## config.mk

```make
export PLATFORM = sky130hd
export DESIGN_NAME = block_code_16_8_double_error_corrector_unit
export DESIGN_NICKNAME = d
export VERILOG_FILES = /design/src/rtl/bcdec_pkg.sv /design/src/rtl/bcdec_syn.sv /design/src/rtl/bcdec_match.sv /design/src/rtl/bcdec_sel.sv /design/src/rtl/block_code_16_8_double_error_corrector_unit.sv
export SDC_FILE = /design/constraint.sdc
export NUM_CORES = 1
export LEC_CHECK = 0
export BUFFER_PORTS_ARGS = -buffer_cell sky130_fd_sc_hd__buf_2
export CORE_UTILIZATION = 50
export CTS_CLUSTER_DIAMETER = 120
export DETAILED_ROUTE_END_ITERATION = 8
export PLACE_DENSITY = 0.68
export SETUP_SLACK_MARGIN = 0.4
export SYNTH_ARGS = -nofsm -noshare
export SYNTH_HDL_FRONTEND = slang
export SYNTH_SLANG_ARGS = --single-unit
```

## constraint.sdc

```tcl
create_clock -name clk_i -period 13.71 [get_ports clk_i]
set_input_delay 3.4275 -clock clk_i [delete_from_list [all_inputs] [get_ports clk_i]]
set_output_delay 3.4275 -clock clk_i [all_outputs]
set_load 0.03 [all_outputs]
```

## src/rtl/bcdec_pkg.sv

```systemverilog
package bcdec_pkg;

  localparam int CodeLen = 16;
  localparam int SynW    = 8;

  // columns of the parity-check matrix, bit 7 holds row 0
  localparam logic [SynW-1:0] HCOL [CodeLen] = '{
    8'hB8, 8'h5F, 8'h2E, 8'h17, 8'hB3, 8'hE1, 8'hC8, 8'h65,
    8'h80, 8'h40, 8'h20, 8'h10, 8'h08, 8'h04, 8'h02, 8'h01
  };

  typedef enum logic [1:0] {
    ST_CLEAN   = 2'd0,
    ST_SINGLE  = 2'd1,
    ST_PAIR    = 2'd2,
    ST_NOMATCH = 2'd3
  } status_e;

  // after syndrome stage
  typedef struct packed {
    logic [CodeLen-1:0] word;
    logic [SynW-1:0]    syndrome;
  } syn_t;

  // after match stage: per-row first pair masks
  typedef struct packed {
    logic [CodeLen-1:0]              word;
    logic [SynW-1:0]                 syndrome;
    logic [CodeLen-1:0]              single_mask;
    logic [CodeLen-1:0]              row_hit;
    logic [CodeLen-1:0][CodeLen-1:0] row_mask;
  } match_t;

  // final result
  typedef struct packed {
    logic [CodeLen-1:0] corrected;
    logic [SynW-1:0]    syndrome;
    logic [CodeLen-1:0] mask;
    status_e            status;
  } res_t;

endpackage

```

## src/rtl/bcdec_syn.sv

```systemverilog
module bcdec_syn (
  input  logic                        clk_i,
  input  logic                        rst_ni,
  input  logic                        valid_i,
  output logic                        stall_o,
  input  logic [bcdec_pkg::CodeLen-1:0] word_i,
  output logic                        valid_o,
  input  logic                        stall_i,
  output bcdec_pkg::syn_t             data_o
);
  import bcdec_pkg::*;

  logic   valid_q;
  syn_t   data_q, data_d;

  // syndrome as xor of selected columns
  always_comb begin
    data_d.word     = word_i;
    data_d.syndrome = '0;
    for (int c = 0; c < CodeLen; c++) begin
      if (word_i[CodeLen-1-c]) data_d.syndrome = data_d.syndrome ^ HCOL[c];
    end
  end

  assign stall_o = valid_q && stall_i;

  // stage register
  always_ff @(posedge clk_i or negedge rst_ni) begin
    if (!rst_ni) begin
      valid_q <= 1'b0;
    end else if (!stall_o) begin
      valid_q <= valid_i;
    end
  end

  always_ff @(posedge clk_i) begin
    if (!stall_o && valid_i) begin
      data_q <= data_d;
    end
  end

  assign valid_o = valid_q;
  assign data_o  = data_q;

endmodule

```

## src/rtl/bcdec_match.sv

```systemverilog
module bcdec_match (
  input  logic              clk_i,
  input  logic              rst_ni,
  input  logic              valid_i,
  output logic              stall_o,
  input  bcdec_pkg::syn_t   data_i,
  output logic              valid_o,
  input  logic              stall_i,
  output bcdec_pkg::match_t data_o
);
  import bcdec_pkg::*;

  logic   valid_q;
  match_t data_q, data_d;

  // single column compares and first partner per row
  always_comb begin
    data_d.word        = data_i.word;
    data_d.syndrome    = data_i.syndrome;
    data_d.single_mask = '0;
    data_d.row_hit     = '0;
    data_d.row_mask    = '0;
    for (int a = 0; a < CodeLen; a++) begin
      data_d.single_mask[CodeLen-1-a] = (HCOL[a] == data_i.syndrome);
      // scan downward so the lowest partner wins
      for (int b = CodeLen-1; b >= 0; b--) begin
        if (b > a && ((HCOL[a] ^ HCOL[b]) == data_i.syndrome)) begin
          data_d.row_hit[a]  = 1'b1;
          data_d.row_mask[a] = '0;
          data_d.row_mask[a][CodeLen-1-a] = 1'b1;
          data_d.row_mask[a][CodeLen-1-b] = 1'b1;
        end
      end
    end
  end

  assign stall_o = valid_q && stall_i;

  // stage register
  always_ff @(posedge clk_i or negedge rst_ni) begin
    if (!rst_ni) begin
      valid_q <= 1'b0;
    end else if (!stall_o) begin
      valid_q <= valid_i;
    end
  end

  always_ff @(posedge clk_i) begin
    if (!stall_o && valid_i) begin
      data_q <= data_d;
    end
  end

  assign valid_o = valid_q;
  assign data_o  = data_q;

endmodule

```

## src/rtl/bcdec_sel.sv

```systemverilog
module bcdec_sel (
  input  logic              clk_i,
  input  logic              rst_ni,
  input  logic              valid_i,
  output logic              stall_o,
  input  bcdec_pkg::match_t data_i,
  output logic              valid_o,
  input  logic              stall_i,
  output bcdec_pkg::res_t   data_o
);
  import bcdec_pkg::*;

  logic               valid_q;
  res_t               data_q, data_d;
  logic [CodeLen-1:0] pair_mask;
  logic               pair_found;

  // first row with a matching pair
  always_comb begin
    pair_mask = '0;
    for (int a = CodeLen-1; a >= 0; a--) begin
      if (data_i.row_hit[a]) pair_mask = data_i.row_mask[a];
    end
    pair_found = |data_i.row_hit;
  end

  // combine masks, correct, classify
  always_comb begin
    data_d.syndrome  = data_i.syndrome;
    data_d.mask      = data_i.single_mask | pair_mask;
    data_d.corrected = data_i.word ^ data_d.mask;
    priority if (data_i.syndrome == '0) begin
      data_d.status = ST_CLEAN;
    end else if (pair_found) begin
      data_d.status = ST_PAIR;
    end else if (|data_i.single_mask) begin
      data_d.status = ST_SINGLE;
    end else begin
      data_d.status = ST_NOMATCH;
    end
  end

  assign stall_o = valid_q && stall_i;

  // output register
  always_ff @(posedge clk_i or negedge rst_ni) begin
    if (!rst_ni) begin
      valid_q <= 1'b0;
    end else if (!stall_o) begin
      valid_q <= valid_i;
    end
  end

  always_ff @(posedge clk_i) begin
    if (!stall_o && valid_i) begin
      data_q <= data_d;
    end
  end

  assign valid_o = valid_q;
  assign data_o  = data_q;

endmodule

```

## src/rtl/block_code_16_8_double_error_corrector_unit.sv

```systemverilog
// (16,8) double error correcting decoder, three register stages:
// syndrome, column and pair compares, pair select with correction.
// throughput: one codeword per cycle unless stalled; a stall holds each full stage back to the first empty one
// reset: rst_ni low clears all stage valid bits, no payload reset
module block_code_16_8_double_error_corrector_unit (
  input  logic                          clk_i,
  input  logic                          rst_ni,
  input  logic                          in_valid_i,
  output logic                          in_stall_o,
  input  logic [bcdec_pkg::CodeLen-1:0] received_word_i,
  output logic                          out_valid_o,
  input  logic                          out_stall_i,
  output logic [bcdec_pkg::CodeLen-1:0] corrected_word_o,
  output logic [7:0]                    data_byte_o,
  output logic [bcdec_pkg::SynW-1:0]    syndrome_o,
  output logic [bcdec_pkg::CodeLen-1:0] correction_mask_o,
  output logic [1:0]                    status_o
);
  import bcdec_pkg::*;

  logic   syn_valid, syn_stall;
  logic   match_valid, match_stall;
  syn_t   syn_data;
  match_t match_data;
  res_t   res_data;

  bcdec_syn u_syn (
    .clk_i   (clk_i),
    .rst_ni  (rst_ni),
    .valid_i (in_valid_i),
    .stall_o (in_stall_o),
    .word_i  (received_word_i),
    .valid_o (syn_valid),
    .stall_i (syn_stall),
    .data_o  (syn_data)
  );

  bcdec_match u_match (
    .clk_i   (clk_i),
    .rst_ni  (rst_ni),
    .valid_i (syn_valid),
    .stall_o (syn_stall),
    .data_i  (syn_data),
    .valid_o (match_valid),
    .stall_i (match_stall),
    .data_o  (match_data)
  );

  bcdec_sel u_sel (
    .clk_i   (clk_i),
    .rst_ni  (rst_ni),
    .valid_i (match_valid),
    .stall_o (match_stall),
    .data_i  (match_data),
    .valid_o (out_valid_o),
    .stall_i (out_stall_i),
    .data_o  (res_data)
  );

  // result fields
  assign corrected_word_o  = res_data.corrected;
  assign data_byte_o       = res_data.corrected[CodeLen-1 -: 8];
  assign syndrome_o        = res_data.syndrome;
  assign correction_mask_o = res_data.mask;
  assign status_o          = res_data.status;

endmodule

```

* Word-level counts from Yosys, hierarchy flattened *
Cells that the tools add are included.

cells by class
  bitwise operators = 17
  mux-type cells = 154
  reductions and logical operators = 104
  eq/ne operators = 125

operator list
  kind                                                             count
  8-bit == test (first input constant)                             54
  16-bit 2-to-1 mux                                                16
  7-bit by 8-bit == test with 1-bit output (first input constant)  29
  15-bit 2-to-1 mux                                                14
  14-bit 2-to-1 mux                                                13
  13-bit 2-to-1 mux                                                12
  6-bit by 8-bit == test with 1-bit output (first input constant)  19
  12-bit 2-to-1 mux                                                11
  11-bit 2-to-1 mux                                                10
  8-bit 2-to-1 mux                                                 12
  10-bit 2-to-1 mux                                                9
  5-bit by 8-bit == test with 1-bit output (first input constant)  10
  9-bit 2-to-1 mux                                                 8
  7-bit 2-to-1 mux                                                 9
  7-bit OR reduction                                               8
  8-bit OR reduction                                               7
  6-bit OR reduction                                               9
  9-bit OR reduction                                               6
  10-bit OR reduction                                              5
  5-bit OR reduction                                               10
  4-bit by 8-bit == test with 1-bit output (first input constant)  6
  11-bit OR reduction                                              4
  4-bit OR reduction                                               11
  6-bit 2-to-1 mux                                                 7
  other kinds (25)                                                 101

storage, ports and cells
  register bits = 286

* Logic depth before layout (Yosys ltp) *
Gate-level depths: netlist of the first run.

  depth in word-level cells = 30
  depth in mapped cells = 8

* Hierarchy *
From an unflattened synthesis of the first run, not the netlist that was laid out.

unflattened totals
  cell total of the unflattened synthesis = 1063
  area, all modules = 12689.7 µm²

modules (own cells, without submodules)
  module                                       cells each  area an instance (µm²)  seq. area each (µm²)  instances
  bcdec_match                                  628         7980.2                  5250.0                1
  bcdec_sel                                    379         3606.0                  1286.2                1
  bcdec_syn                                    48          1043.5                  745.7                 1
  block_code_16_8_double_error_corrector_unit  8           60.1                    0.0                   1

* Worst setup path before layout of the first run *
No wires, ideal clock.

  path kind = input to register
  start point = in out_stall_i
  end point = reg u_match.data_q (netlist bit u_match.data_o[0]) (enable)
  cell stages on the path = 2
  data required time = 13.155 ns
  arrival time = 7.490 ns
  path slack = 5.665 ns
  setup time = 0.555 ns
  path through = nand3_1 > and2_1

between the ends
  longest elaborated chain between the ends = 4

ends and longest elaborated chain
  element                 line                                               RTL
  start: declaration      block_code_16_8_double_error_corrector_unit.sv:12  input logic out_stall_i,
  1-bit logical AND       bcdec_sel.sv:43                                    assign stall_o = valid_q && stall_i;
  1-bit logical AND       bcdec_match.sv:37                                  assign stall_o = valid_q && stall_i;
  1-bit logical NOT       --
  1-bit logical AND       bcdec_match.sv:49                                  if (!stall_o && valid_i) begin
  end signal: assignment  bcdec_match.sv:50                                  data_q <= data_d;
  end: declaration        bcdec_match.sv:14                                  match_t data_q, data_d;

Every way passes these cells.
A chain may end at the register's enable or synchronous reset.

* Final worst setup path of the first run *
  start point = in out_stall_i
  end point = out in_stall_o

between the ends
  longest elaborated chain between the ends = 3

ends and longest elaborated chain
  element            line                                              RTL
  1-bit logical AND  bcdec_sel.sv:43
  1-bit logical AND  bcdec_match.sv:37
  1-bit logical AND  bcdec_syn.sv:25                                   assign stall_o = valid_q && stall_i;
  end: declaration   block_code_16_8_double_error_corrector_unit.sv:9  output logic in_stall_o,

Every way passes these cells.

==> reports/results.tsv, run 1 <==
metric	value	unit
status	complete, no violations	
p_int	1.41	mW
worst_setup_path_end_kind	output pin	
timing.fmax	0.135	GHz
num_vias	6829	
rsz0062_at_grt	no	
syn_nets	798	
grt_start_max_net_pins	85	
clkSlewWorstSetupHoldPaths	0.06	ns
area_growth	12.9	%
die_h	146	um
clkPwrFrac	36.2	%
dp_slack	6.30	ns
combPwrFrac	14.0	%
clock_latency	0.53	ns
grt_pass1_vias	6571	
dp.cells	1076	
clock-root-buffer	clkbuf_16	
n_antenna_cell	0	
placed_cell_area	0.0108	sq mm
wl	25500	um
path_class	input port to output pin	
async_flop_share	1.23	%
drtIter0Drc	1037	
ys_types	64	
fin_skew	0.0180	ns
hpwl	16200	um
place_congestion	0.852	
p_sw	518	uW
switching_share	26.9	%
syn-instance-count	778	
fin_crit_sh	54.0	%
routed_wire_length_per_instance	22.7	um
final_antenna_net_count	0	
worstPathArrival	3.97	ns
min_path_type	register to register	
synth_top_cell_by_area	edfxtp_1	
cts_buffers	25	
grt_overflow	0	
ioPinCount	72	
holdWs	0.420	ns
die_w	146	um
nFillCells	1584	
setup_viol	0	
cts_resized	0	
max-vdd-ir-drop	0.0906	mV
initial_utilization	51.0	%
ys_seq_elements	243	
final.setup.worst_slack	6.31	ns
fin_area	0.0117	sq mm
cp.required	10.28	ns
fin_crit	7.40	ns
final_net_count	853	
synth-edff-count	240	
max_slew_margin	27.1	%
antenna_found_initial	0	
track_usage	24.3	%
cts_tree	yes	
worstMarginPinSlew	1.09	ns
synth_most_common_cell	edfxtp_1	
timing.setup.tns	0	ns
viasPerCell	6.09	
cts_setup_buffers	0	
drive_above_1_share	15.6	%
power_per_cell_area	166	mW/mm^2
ctsLongestPathBuffers	3	
grt_pass1_wl	38700	um
synth.area.top_cells	edfxtp_1, nor2_1, xor2_1	
netlist_top_cells_count	edfxtp_1, nor2_1, nand2_1	
utilization	57.6	%
leakage	3.98	nW
yosysSeqAreaShare	70.5	%
htree_levels	1	
ys_warn_count	0	
pwr-share-seq	49.8	%
total_power	1.93	mW
ctsHoldBuffers	0	
core_area	0.0202	sq mm
portBuffers	71	
drt_first_pass_iters	5	
numClockSinks	243	
crit_fanout	4	
maxCapViolCount	0	
syn_area_per_cell	13.3	sq um
hold_violations	0	
cp-start-kind	input port	
dieArea	0.0212	sq mm
drv_slew	0	
syn_area	0.0103	sq mm
yosys.area.top_type_share	69.8	%
drc_errors	0	
fin_cells	1121	
fp-row-count	52	
synthFlopType	edfxtp_1	
## state kept, by name, indices dropped and copies added, names as in the netlist
register and flops:
u_match.data_o 174, u_match.valid_o 1, u_sel.data_o 42, u_sel.valid_o 1, u_syn.data_o 24, u_syn.valid_o 1
## final cells by class
cell class              instances  area, sq um  area share (%)
clock buffers                  28          637            5.46
clock inverters                17          204            1.75
inverters                      10         37.5           0.322
multi-input cells             477         2760            23.7
flip-flops and latches        243         7280            62.5
well taps                     270          338            2.90
repair buffers                 76          393            3.37
## critical path, stage by stage
cell and delay, ns:
buf_2 0.14, nand4_1 0.14, inv_1 0.07, buf_2 0.19
## cells in the final DEF, fill, tap and decap left out, types with 4 or more instances in the layout
| cell type | Yosys | final |
|---|---|---|
| clkinv_1 | 1 | 9 |
| a21o_1 | 6 | 6 |
| mux2_2 | 6 | 6 |
| nor4_1 | 14 | 14 |
| nor2_1 | 164 | 164 |
| a221o_1 | 4 | 4 |
| a21oi_1 | 31 | 31 |
| inv_1 | 9 | 9 |
| o221ai_1 | 7 | 7 |
| nand2_2 | 4 | 4 |
| nor2b_1 | 16 | 16 |
| nand4_1 | 5 | 5 |
| clkbuf_16 | 0 | 25 |
| buf_4 | 10 | 5 |
| buf_2 | 16 | 71 |
| o21ai_0 | 17 | 17 |
| nand2b_1 | 7 | 7 |
| bufinv_16 | 0 | 5 |
| o22ai_1 | 5 | 5 |
| xor2_1 | 24 | 24 |
| a31oi_1 | 5 | 5 |
| o211ai_1 | 5 | 5 |
| a22oi_1 | 7 | 7 |
| edfxtp_1 | 240 | 240 |
| nand2_1 | 38 | 38 |
| xnor2_1 | 18 | 18 |
| or4_1 | 4 | 4 |
| mux2i_1 | 5 | 5 |
| nand3_1 | 15 | 15 |
| a221oi_1 | 10 | 10 |
| a211oi_1 | 5 | 5 |
| nor3_1 | 7 | 7 |
## layer usage
metal / up-vias / part of all wire (%) / wire length [um] / global-route usage (%)
met2: 424 / 46 / 11800 / 37.6
met1: 3346 / 41 / 10600 / 35.0
li1: 2990 / - / - / -
met4: 0 / 2.4 / 621 / 6.89
met3: 69 / 9.9 / 2530 / 4.95
met5: - / 0 / 0 / 0
## power by group through the flow
stage / combinational (mW) / clock [mW] / sequential (mW)
after floorplan: 0.170 / 0 / 0.992
after global placement: 0.261 / 0 / 0.973
after detailed placement: 0.266 / 0 / 0.974
after CTS: 0.267 / 0.701 / 0.960
after global routing: 0.286 / 0.728 / 0.970
final: 0.270 / 0.698 / 0.962
## worst paths after layout
check	from	end	slack, ns	cells after the start
max	out_stall_i	in_stall_o	6.31	4
min	u_syn.data_o[19]$_DFFE_PP_	u_match.data_o[307]$_DFFE_PP_	0.42	0
max reg2reg	u_sel.valid_o$_DFFE_PN0N_	u_match.data_o[180]$_SDFFCE_PP1P_	10.66	4
min reg2reg	u_syn.data_o[19]$_DFFE_PP_	u_match.data_o[307]$_DFFE_PP_	0.42	0
max in group asynchronous	rst_ni	u_match.valid_o$_DFFE_PN0N_	10.92	1
min in group asynchronous	rst_ni	u_sel.valid_o$_DFFE_PN0N_	2.69	1
## kinds of logic (layout without fill, tap and decap cells)
| group | count (synthesis) | after routing | share of synthesized area, % |
|---|---|---|---|
| XOR/XNOR | 42 | 42 | 3.56 |
| AO/OA/AOI/OAI | 127 | 127 | 8.63 |
| AND/OR/NAND/NOR | 296 | 296 | 13.2 |
| multiplexers | 12 | 12 | 1.25 |
| buffers and inverters | 58 | 131 | 2.82 |
| flip-flops | 243 | 243 | 70.5 |
(Power assumes the default switching activity.)
==> run 2: changes to the inputs <==
--- a/config.mk
+++ b/config.mk
@@ -5,6 +5,7 @@
 export SDC_FILE = /design/constraint.sdc
 export NUM_CORES = 1
 export LEC_CHECK = 0
+export ABC_AREA = 1
 export BUFFER_PORTS_ARGS = -buffer_cell sky130_fd_sc_hd__buf_2
 export CORE_UTILIZATION = 50
 export CTS_CLUSTER_DIAMETER = 120
==> constraint.sdc (replaced) <==
create_clock -name clk_i -period 7.1 [get_ports clk_i]
set_input_delay 1.775 -clock clk_i [delete_from_list [all_inputs] [get_ports clk_i]]
set_output_delay 1.775 -clock clk_i [all_outputs]
set_load 0.03 [all_outputs]
==> run 2 against run 1 <==
Against the previous run: sequential power is 90% higher; non-clock buffer count shrank 1; clock-buffer cell count decreased by 3; final area is 0.32% higher; critical path depth grew 2; via count increased by 0.32%; synthesized area hardly changed; combinational power increased by 91%; routed wire length fell by 0.38%; first-iteration DRC count down 17%; clock power rose by 85%; largest power group unchanged.
==> reports/results.tsv, run 2 <==
metric	value	unit
power_per_cell_area	311	mW/mm^2
ys_types	35	
setup_viol	0	
syn-instance-count	865	
mostFrequentLayoutCell	edfxtp_1	
core_area	0.0202	sq mm
syn_nets	885	
max_slew_margin	20.7	%
syn_area_per_cell	11.9	sq um
ctsLongestPathBuffers	3	
fin_crit_sh	60.6	%
min_path_type	register to register	
dieArea	0.0212	sq mm
timing.setup.tns	0	ns
synthFlopType	edfxtp_1	
initial_utilization	51.1	%
maxCapViolCount	0	
largest_reg_flops	174	
cts_tree	yes	
dp_slack	2.81	ns
final.setup.worst_slack	2.80	ns
grt_pass1_wl	37700	um
yosys.area.top_type_share	69.7	%
timing.fmax	0.232	GHz
drc_errors	0	
worstPathArrival	2.53	ns
place_congestion	0.907	
cp-start-kind	input port	
leakage	4.44	nW
syn_area	0.0103	sq mm
num_vias	6851	
die_h	146	um
critPathMaxStageDelay	0.23	ns
yosysSeqAreaShare	70.5	%
grt_start_max_net_pins	74	
async_flop_share	1.23	%
cts_resized	0	
synth-edff-count	240	
rsz0062_at_grt	no	
grt_pass1_vias	6486	
wl	25400	um
final_net_count	962	
max-vdd-ir-drop	0.208	mV
routed_wire_length_per_instance	20.6	um
synth_top_cell_by_area	edfxtp_1	
cts_setup_buffers	0	
clock-root-buffer	clkbuf_16	
drtIter0Drc	864	
cts_buffers	25	
fp-row-count	52	
grt_overflow	0	
crit_slowest_cell	buf_2	
hpwl	17100	um
portBuffers	71	
antenna_found_initial	0	
worstMarginPinSlew	1.19	ns
track_usage	23.8	%
ctsHoldBuffers	0	
seq_area	0.00728	sq mm
utilization	57.8	%
ys_seq_elements	243	
clkSlewWorstSetupHoldPaths	0.06	ns
cp.required	5.33	ns
viasPerCell	5.57	
htree_levels	1	
die_w	146	um
crit_path_cell_trace	buf_2, nand2_1, nor2_1, inv_1, nor2_1, buf_2	
ys_warn_count	0	
area_growth	13.1	%
multi_input_comb_area	0.00255	sq mm
fin_crit	4.30	ns
path_class	input port to output pin	
crit_fanout	4	
fin_skew	0.0110	ns
n_antenna_cell	0	
synth_most_common_cell	edfxtp_1	
hold_violations	0	
netlist_top_cells_count	edfxtp_1, nor2_1, nand2_1	
drive_above_1_share	15.6	%
total_power	3.63	mW
final_cell_mix	edfxtp_1, nor2_1, nand2_1, inv_1, buf_2	
drt_first_pass_iters	6	
synth.area.top_cells	edfxtp_1, nor2_1, nand2_1	
clock_latency	0.53	ns
drv_slew	0	
status	complete, no violations	
ioPinCount	72	
final_antenna_net_count	0	
worst_setup_path_end_kind	output pin	
numClockSinks	243	
nFillCells	1622	
[run 2: area by class of cell]
cell class / count / share of cell area [%]
clock buffers: 25 / 5.35
clock inverters: 20 / 1.48
inverters: 89 / 2.90
multi-input cells: 508 / 21.8
flip-flops and latches: 243 / 62.3
well taps: 270 / 2.89
repair buffers: 75 / 3.30
[run 2: power by group]
part	total, mW	leakage, nW	internal (mW)	switching, mW
registers	1.83	2.40	1.76	0.0736
clock network	1.29	0.391	0.748	0.539
logic	0.517	1.65	0.128	0.389
[run 2: kinds of logic after synthesis]
| kind of cell | after synthesis | synth area share (%) |
|---|---|---|
| and+or+nand+nor | 409 | 16.8 |
| DFF | 243 | 70.5 |
| buffers and inverters | 114 | 4.99 |
| AOI/OAI and AO/OA | 61 | 4.50 |
| xor gates and xnor gates | 38 | 3.22 |
[run 2: per-layer routing]
| metal | vias up | global-route usage (%) | share of wire [%] |
|---|---|---|---|
| met2 | 379 | 35.4 | 45 |
| met4 | 0 | 9.95 | 3.7 |
| li1 | 3151 | - | - |
| met1 | 3255 | 34.0 | 42 |
| met3 | 66 | 5.14 | 9.8 |
| met5 | - | 0 | 0 |
[run 2: path summary, 6_finish.rpt]
kind	start	to	slack, ns	depth (start not counted)
max	out_stall_i	in_stall_o	2.80	6
min	u_syn.data_o[15]$_DFFE_PP_	u_match.data_o[303]$_DFFE_PP_	0.42	0
max in group asynchronous	rst_ni	u_syn.valid_o$_DFFE_PN0N_	5.95	1
min reg2reg	u_syn.data_o[15]$_DFFE_PP_	u_match.data_o[303]$_DFFE_PP_	0.42	0
max reg2reg	u_sel.valid_o$_DFFE_PN0N_	u_match.data_o[161]$_SDFFCE_PP0P_	4.61	6
min in group asynchronous	rst_ni	u_match.valid_o$_DFFE_PN0N_	1.04	1
[run 2: per-stage QoR]
step                hold WS (ns)  area, sq um  cells
finish                     0.417        11700   1230
global route               0.426        11700   1230
CTS                        0.419        11700   1230
detailed placement         0.405        10900   1185
global placement           0.402        10900   1185
floorplan                  0.400        10300    865
[run 2: worst max-delay path, delay by kind of cell]
family	cells	cell delay, ns
buffers and inverters	3	0.42
AND/OR/NAND/NOR	3	0.33
